==> src/hdl/bst_pkg.sv <==
`default_nettype none
package bst_pkg;

  // Store geometry
  localparam int CAPACITY   = 16;
  localparam int ELEM_WIDTH = 32;
  localparam int IDX_W      = (CAPACITY > 2) ? $clog2(CAPACITY) : 1;
  // links and count also hold the value CAPACITY (the none marker / full)
  localparam int LINK_W     = $clog2(CAPACITY + 1);
  localparam int CNT_W      = $clog2(CAPACITY + 1);
  localparam logic [LINK_W-1:0] NONE_SLOT = LINK_W'(CAPACITY);

  // Operation codes
  localparam logic [1:0] MODE_ADD    = 2'd0;
  localparam logic [1:0] MODE_REMOVE = 2'd1;
  localparam logic [1:0] MODE_SEARCH = 2'd2;

  // Status codes
  localparam logic [1:0] ST_DONE    = 2'd0;
  localparam logic [1:0] ST_PRESENT = 2'd1;
  localparam logic [1:0] ST_ABSENT  = 2'd2;
  localparam logic [1:0] ST_FULL    = 2'd3;

  typedef logic [ELEM_WIDTH-1:0] elem_t;

  typedef struct packed {
    logic [1:0]         mode;
    logic signed [31:0] elem_value;
  } req_t;

  typedef struct packed {
    logic       success;
    logic [1:0] status;
    logic [4:0] count;
    logic       empty_res;
  } res_t;

  // Low ELEM_WIDTH bits of the 32-bit input, zero-extended when wider
  function automatic elem_t to_elem(input logic [31:0] v);
    logic [ELEM_WIDTH+31:0] t;
    t = {{ELEM_WIDTH{1'b0}}, v};
    return t[ELEM_WIDTH-1:0];
  endfunction

  // Count field is 5 bits wide whatever the capacity
  function automatic logic [4:0] to_count(input logic [CNT_W-1:0] c);
    logic [CNT_W+4:0] t;
    t = {5'd0, c};
    return t[4:0];
  endfunction

endpackage
`default_nettype wire

==> src/hdl/bst_slot_store.sv <==
`default_nettype none
// Slot value memory with registered read and the shared equality compare
module bst_slot_store (
  input  wire logic               clk,
  input  wire logic               wr_en,
  input  wire logic [bst_pkg::IDX_W-1:0] wr_addr,
  input  wire bst_pkg::elem_t     wr_data,
  input  wire logic               rd_en,
  input  wire logic [bst_pkg::IDX_W-1:0] rd_addr,
  input  wire bst_pkg::elem_t     key,
  output logic                    hit
);
  import bst_pkg::*;

  elem_t mem [CAPACITY];
  elem_t rd_data;

  // one write, one registered read per cycle
  always_ff @(posedge clk) begin
    if (wr_en) begin
      mem[wr_addr] <= wr_data;
    end
    if (rd_en) begin
      rd_data <= mem[rd_addr];
    end
  end

  // compare unit, shared by every slot of the scan
  assign hit = (rd_data == key);

endmodule
`default_nettype wire

==> src/hdl/bounded_set_table.sv <==
`default_nettype none
// Channel  | Ports              | Handshake
// ---------+--------------------+-------------------------------------------
// request  | start, busy, req   | beat taken at edge with start & !busy
// result   | done, res          | one-cycle strobe on done, cannot be held
//
// Each request scans all CAPACITY slots through one value-memory read port
// and one comparator, then decides in S_ACT; a successful add then links the
// new slot in S_LINK, and a successful remove unlinks it in S_UNL1 and S_UNL2.
// busy stays high from the accept edge until done; done and busy low coincide.
// rst (synchronous) empties the set; the value memory is not cleared.
module bounded_set_table (
  input  wire logic          clk,
  input  wire logic          rst,
  input  wire logic          start,
  input  wire bst_pkg::req_t req,
  output logic               busy,
  output logic               done,
  output bst_pkg::res_t      res
);
  import bst_pkg::*;

  localparam logic [2:0] S_IDLE = 3'd0;
  localparam logic [2:0] S_SCAN = 3'd1;
  localparam logic [2:0] S_ACT  = 3'd2;
  localparam logic [2:0] S_LINK = 3'd3;
  localparam logic [2:0] S_UNL1 = 3'd4;
  localparam logic [2:0] S_UNL2 = 3'd5;

  logic [2:0]        state;
  logic [1:0]        op;
  elem_t             key;
  logic [CNT_W-1:0]  scan_cnt;
  logic [IDX_W-1:0]  scan_idx;
  logic              rd_pend;
  logic              rd_used;
  logic [IDX_W-1:0]  rd_slot;
  logic              found;
  logic [IDX_W-1:0]  pos;
  logic              free_found;
  logic [IDX_W-1:0]  free_slot;
  logic [LINK_W-1:0] p_link;
  logic [LINK_W-1:0] n_link;

  logic [CAPACITY-1:0] used;
  logic [LINK_W-1:0]   prev_link [CAPACITY];
  logic [LINK_W-1:0]   next_link [CAPACITY];
  logic [LINK_W-1:0]   head_slot;
  logic [LINK_W-1:0]   tail_slot;
  logic [CNT_W-1:0]    held_count;

  logic scan_issue;
  logic hit;
  logic mem_wr;

  assign busy       = (state != S_IDLE);
  assign scan_idx   = scan_cnt[IDX_W-1:0];
  assign scan_issue = (state == S_SCAN) && (scan_cnt < CNT_W'(CAPACITY));
  assign mem_wr     = (state == S_ACT) && (op == MODE_ADD) && !found && free_found;

  bst_slot_store u_store (
    .clk     (clk),
    .wr_en   (mem_wr),
    .wr_addr (free_slot),
    .wr_data (key),
    .rd_en   (scan_issue),
    .rd_addr (scan_idx),
    .key     (key),
    .hit     (hit)
  );

  // sequencer, list and result registers
  always_ff @(posedge clk) begin
    if (rst) begin
      state      <= S_IDLE;
      done       <= 1'b0;
      rd_pend    <= 1'b0;
      used       <= '0;
      head_slot  <= NONE_SLOT;
      tail_slot  <= NONE_SLOT;
      held_count <= '0;
      for (int i = 0; i < CAPACITY; i++) begin
        prev_link[i] <= NONE_SLOT;
        next_link[i] <= NONE_SLOT;
      end
    end else begin
      done <= 1'b0;
      case (state)
        S_IDLE: begin
          if (start) begin
            op         <= req.mode;
            key        <= to_elem(req.elem_value);
            scan_cnt   <= '0;
            found      <= 1'b0;
            free_found <= 1'b0;
            rd_pend    <= 1'b0;
            state      <= S_SCAN;
          end
        end

        // issue one slot read per cycle, check the previous one
        S_SCAN: begin
          rd_pend <= scan_issue;
          rd_slot <= scan_idx;
          rd_used <= used[scan_idx];
          if (scan_issue) begin
            scan_cnt <= scan_cnt + 1'b1;
          end else begin
            state <= S_ACT;
          end
          if (rd_pend) begin
            if (rd_used && hit && !found) begin
              found <= 1'b1;
              pos   <= rd_slot;
            end
            if (!rd_used && !free_found) begin
              free_found <= 1'b1;
              free_slot  <= rd_slot;
            end
          end
        end

        // decide on the scan outcome
        S_ACT: begin
          res.success   <= 1'b0;
          res.status    <= ST_ABSENT;
          res.count     <= to_count(held_count);
          res.empty_res <= (held_count == '0);
          state         <= S_IDLE;
          done          <= 1'b1;
          case (op)
            MODE_ADD: begin
              if (found) begin
                res.status <= ST_PRESENT;
              end else if (!free_found) begin
                res.status <= ST_FULL;
              end else begin
                used[free_slot]      <= 1'b1;
                prev_link[free_slot] <= tail_slot;
                next_link[free_slot] <= NONE_SLOT;
                done                 <= 1'b0;
                state                <= S_LINK;
              end
            end
            MODE_REMOVE: begin
              if (found) begin
                p_link <= prev_link[pos];
                n_link <= next_link[pos];
                done   <= 1'b0;
                state  <= S_UNL1;
              end
            end
            MODE_SEARCH: begin
              if (found) begin
                res.success <= 1'b1;
                res.status  <= ST_DONE;
              end
            end
            default: begin
            end
          endcase
        end

        // link new slot behind the old tail
        S_LINK: begin
          if (tail_slot != NONE_SLOT) begin
            next_link[tail_slot[IDX_W-1:0]] <= LINK_W'(free_slot);
          end else begin
            head_slot <= LINK_W'(free_slot);
          end
          tail_slot     <= LINK_W'(free_slot);
          held_count    <= held_count + 1'b1;
          res.success   <= 1'b1;
          res.status    <= ST_DONE;
          res.count     <= to_count(held_count + 1'b1);
          res.empty_res <= 1'b0;
          done          <= 1'b1;
          state         <= S_IDLE;
        end

        // bridge the neighbors around the removed slot
        S_UNL1: begin
          if (head_slot != LINK_W'(pos)) begin
            next_link[p_link[IDX_W-1:0]] <= n_link;
          end else begin
            head_slot <= n_link;
          end
          if (n_link != NONE_SLOT) begin
            prev_link[n_link[IDX_W-1:0]] <= p_link;
          end else begin
            tail_slot <= p_link;
          end
          state <= S_UNL2;
        end

        // free the removed slot
        S_UNL2: begin
          prev_link[pos] <= NONE_SLOT;
          next_link[pos] <= NONE_SLOT;
          used[pos]      <= 1'b0;
          held_count     <= held_count - 1'b1;
          res.success    <= 1'b1;
          res.status     <= ST_DONE;
          res.count      <= to_count(held_count - 1'b1);
          res.empty_res  <= (held_count == CNT_W'(1));
          done           <= 1'b1;
          state          <= S_IDLE;
        end

        default: begin
          state <= S_IDLE;
        end
      endcase
    end
  end

endmodule
`default_nettype wire
==> config.mk <==
export PLATFORM = sky130hd
export DESIGN_NAME = bounded_set_table
export DESIGN_NICKNAME = d
export VERILOG_FILES = /design/src/hdl/bst_pkg.sv /design/src/hdl/bst_slot_store.sv /design/src/hdl/bounded_set_table.sv
export SDC_FILE = /design/constraint.sdc
export NUM_CORES = 1
export LEC_CHECK = 0
export BUFFER_PORTS_ARGS = -buffer_cell sky130_fd_sc_hd__buf_2
export CAP_MARGIN = 30
export CORE_MARGIN = 3
export CORE_UTILIZATION = 65
export CTS_CLUSTER_SIZE = 20
export DETAILED_ROUTE_END_ITERATION = 10
export PLACE_DENSITY = 0.8
export SLEW_MARGIN = 20
export SYNTH_ARGS = -nofsm -noshare
export SYNTH_HDL_FRONTEND = slang
export SYNTH_SLANG_ARGS = --single-unit
export TNS_END_PERCENT = 20
==> constraint.sdc <==
create_clock -name clk -period 7.5 [get_ports clk]
set_clock_uncertainty 0.15 [all_clocks]
set_input_delay 0.375 -clock clk [delete_from_list [all_inputs] [get_ports clk]]
set_output_delay 0.375 -clock clk [all_outputs]
set_load 0.02 [all_outputs]
==> key figures <==
Outcome
  – Outcome: completed

Timing
  – Unrepaired setup endpoints after global routing: no
  – Maximum clock rate: between 300 and 400 MHz
  – Final Critical Period: about 3.3 ns
  – Total Neg Setup Slack: 0 ns
  – Slew @ Worst Pin: 0.866 ns
  – Max_slew headroom: roughly 42%
  – Hold_ws: 0.0685 ns
  – Fin. max-slew vios: 0
  – Fin. Hold Viols: 0
  – Final Cycle Share: between 40% and 50%
  – Endpoints failing setup: 0
  – Worst Setup Slack, final: ~4.2 ns

Global route
  – Initial antenna violation count: 1
  – Total gr overflow: 0
  – Largest net degree at the start of global routing: about 140
  – First-pass GRT wire length: 80.8 mm
  – Gr usage total: roughly 29%
  – Vias in the first global route: about 12000

Routing
  – Router iterations before antenna repair: 5
  – Via density: approximately 7
  – Iter 0 DRT Violations: around 1400
  – Remaining DRCs: 0
  – Post-route ant nets: 0
  – Final wirelength: roughly 54 mm
  – WL/cell: roughly 32 µm
  – Via count: roughly 12000

Die
  – Std-Cell Rows: a little under 70
  – Die area: approximately 0.04 mm²
  – Core area: roughly 0.036 mm²
  – Chip Width: around 200 µm
  – Io pins: 48
  – Starting Density: between 60 and 70%
  – Die Y: 198 µm

Yosys
  – Ys flop type: edfxtp_1
  – Yosys top cell area share: about 76%
  – Yosys top cell by area: edfxtp_1
  – Syn Inst Count: 1070
  – Area contributors post-synth: edfxtp_1 (76%), mux4_2 (15%), dfxtp_1 (2.2%)
  – Ys Warns: 0
  – Sequential area share after synthesis: between 70 and 80%
  – Seq cells post-synth: 633
  – Number of flops mapped to enable cells by yosys: between 600 and 700
  – Commonest cells in the netlist: edfxtp_1 (607), mux4_2 (165), nor2_1 (32), xnor2_1 (32), nand2_1 (28)
  – Syn Area/Cell: between 20 and 25 µm²
  – Total nets after synthesis: about 1100
  – Most frequent cell after synthesis: edfxtp_1
  – Library cells used by synthesis: 39
  – Synthesized area: roughly 0.024 mm²
  – Asr flop ratio synth: 0%

Worst setup path
  – Max FO, Critical Path: 92
  – Setup crit start: scan_cnt[0]
  – Most common cell on crit path: mux4_2
  – Critical Path End: u_store.rd_data[26]
  – Critical Path Start Type: flop
  – Worst path depth: 5
  – Crit path DAT: about 3.5 ns
  – Largest stage delay on the critical path: roughly 0.58 ns
  – Reg2reg setup slack: roughly 4.2 ns
  – R2R Path Start: scan_cnt[0]
  – Worst r2r path cells: 5
  – Critical path cell sequence: buf_12 > buf_4 > buf_16 > mux4_2 > mux4_2
  – Critical path class: reg -> reg
  – Critical path's top delay family: buffers and inverters
  – Critical path's slowest cell: mux4_2
  – CP required: 7.70 ns
  – CP Capture Type: flop
  – R2R Path End: u_store.rd_data[26]
  – Worst path bufs/invs: 3

Flow run
  – Max-cap violation count: 0

Power
  – Leakage: ~8.6 nW
  – Power per Cell Area: approximately 280 mW/mm²
  – Clk network pwr share: 37.8%
  – Switching share of power: 22.1%
  – Sequential Power Share: ~54%
  – Sw Pwr: approximately 1.7 mW
  – Maximum vdd drop: about 0.00023 V
  – Internal power: ~6.0 mW
  – Comb pwr share: 8.5%

Placement
  – Worst setup slack after placement: around 4.0 ns
  – DP HPWL: 28.5 mm
  – Cell Area, Placed: about 0.025 mm²
  – IO buf count: between 40 and 50
  – GPL Wtd Cong: ~0.84
  – Placed insts: ~1600

CTS
  – Post-CTS Hold Buffers: 34
  – Cts bufs inserted: 58
  – CTS resizes: 0
  – CTS H-Tree Depth: 2
  – CTS tree: yes
  – Num Clock Sinks: ~630
  – Clock Latency Late Sink: 0.62 ns
  – CTS max path bufs: 3
  – Post-CTS Setup Repair Bufs: 0
  – Reg clk slew, reported paths: approximately 0.060 ns
  – Root buffer cell: clkbuf_16

Cells and area
  – Multi-input logic area: 0.00514 mm²
  – Layout Cells excl Fill: about 1700
  – Antenna fix cells: 0
  – Fin nets: 1237
  – Area grow syn2layout: 14.1%
  – Design area: about 0.027 mm²
  – Share of cells above drive strength 1: between 20% and 30%
  – Register Area: roughly 0.019 mm²
  – Fill count: 1752

Worst hold path
  – Hold crit path type: in -> reg
## cells in the final DEF, fill, tap and decap left out, types with 5 or more instances in the layout
cell type	instances
nand2_1	28
dlygate4sd3_1	34
xnor2_1	32
nand4_1	7
edfxtp_1	607
mux4_2	165
xor2_1	7
clkinv_1	12
buf_12	6
buf_2	47
nand2b_1	7
buf_4	14
nor3_1	5
inv_1	5
nor2_1	19
clkinv_2	12
o21ai_0	18
clkbuf_16	61
clkbuf_1	9
nor2b_1	7
a21oi_1	27
buf_16	11
dfxtp_1	26
bufinv_16	6
nor2_4	13
nand3_1	6
## logic make-up (layout without fill, tap and decap cells)
logic type / after synthesis / count (layout) / synth area share (%)
flops: 633 / 633 / 78.0
mux: 165 / 165 / 15.5
simple gates: 119 / 119 / 2.48
compound gates: 58 / 58 / 1.33
buf+inv: 52 / 219 / 1.13
xor+xnor: 39 / 39 / 1.42
fa+ha+maj: 4 / 4 / 0.208
## how the worst min path moves through the flow
stage / startpoint / end / slack [ns] / cells past startpoint
2_1_floorplan: rd_slot[0] / free_slot[0] / 0.27 / 0
3_3_place_gp: rd_slot[1] / free_slot[1] / 0.30 / 0
3_5_place_dp: rd_slot[2] / free_slot[2] / 0.30 / 0
4_1_cts: start / rd_pend / 0.05 / 4
5_1_grt: start / rd_pend / 0.10 / 4
6_report: start / rd_pend / 0.07 / 4
## sequential cells by signal, summed over array words and instances, names as in the netlist, 5 cells and up
signal,count
u_store.rd_data,32
res,9
scan_cnt,5
u_store.mem,512
held_count,5
used,16
key,32
## layout make-up
cell class / count / area share, %
multi-input cells: 385 / 18.7
clock inverters: 31 / 1.06
clock buffers: 70 / 5.69
flip-flops and latches: 633 / 68.3
repair buffers: 112 / 4.02
well taps: 461 / 2.10
inverters: 6 / 0.0821
## worst min-delay path: stages
cell and delay, ns:
buf_2 0.11, o21ai_0 0.11, a21oi_1 0.16, nor2_1 0.04
## through the flow
stage | total power, mW | util [%]
final | 7.73 | 76.2
after global placement | 4.83 | 69.1
after floorplan | 4.65 | -
after global routing | 7.96 | 76.2
after CTS | 7.75 | 76.2
after detailed placement | 4.85 | 70.1
## metal layers
metal | GRT usage [%] | part of all wire [%] | up-vias | routed length, µm
li1 | - | - | 4699 | -
met1 | 40.2 | 37 | 6088 | 19800
met2 | 46.6 | 51 | 724 | 27300
met3 | 5.96 | 8.9 | 122 | 4770
met4 | 10.2 | 3.3 | 2 | 1780
met5 | 0 | 0.013 | - | 7
## power groups by stage
| stage | Combinational, mW | Sequential, mW | Clock [mW] |
|---|---|---|---|
| after global placement | 0.616 | 4.21 | 0 |
| final | 0.658 | 4.15 | 2.92 |
| after CTS | 0.656 | 4.15 | 2.95 |
| after global routing | 0.700 | 4.17 | 3.09 |
| after detailed placement | 0.628 | 4.22 | 0 |
| after floorplan | 0.477 | 4.18 | 0 |
Note: power is estimated with default switching activity, not from simulation.
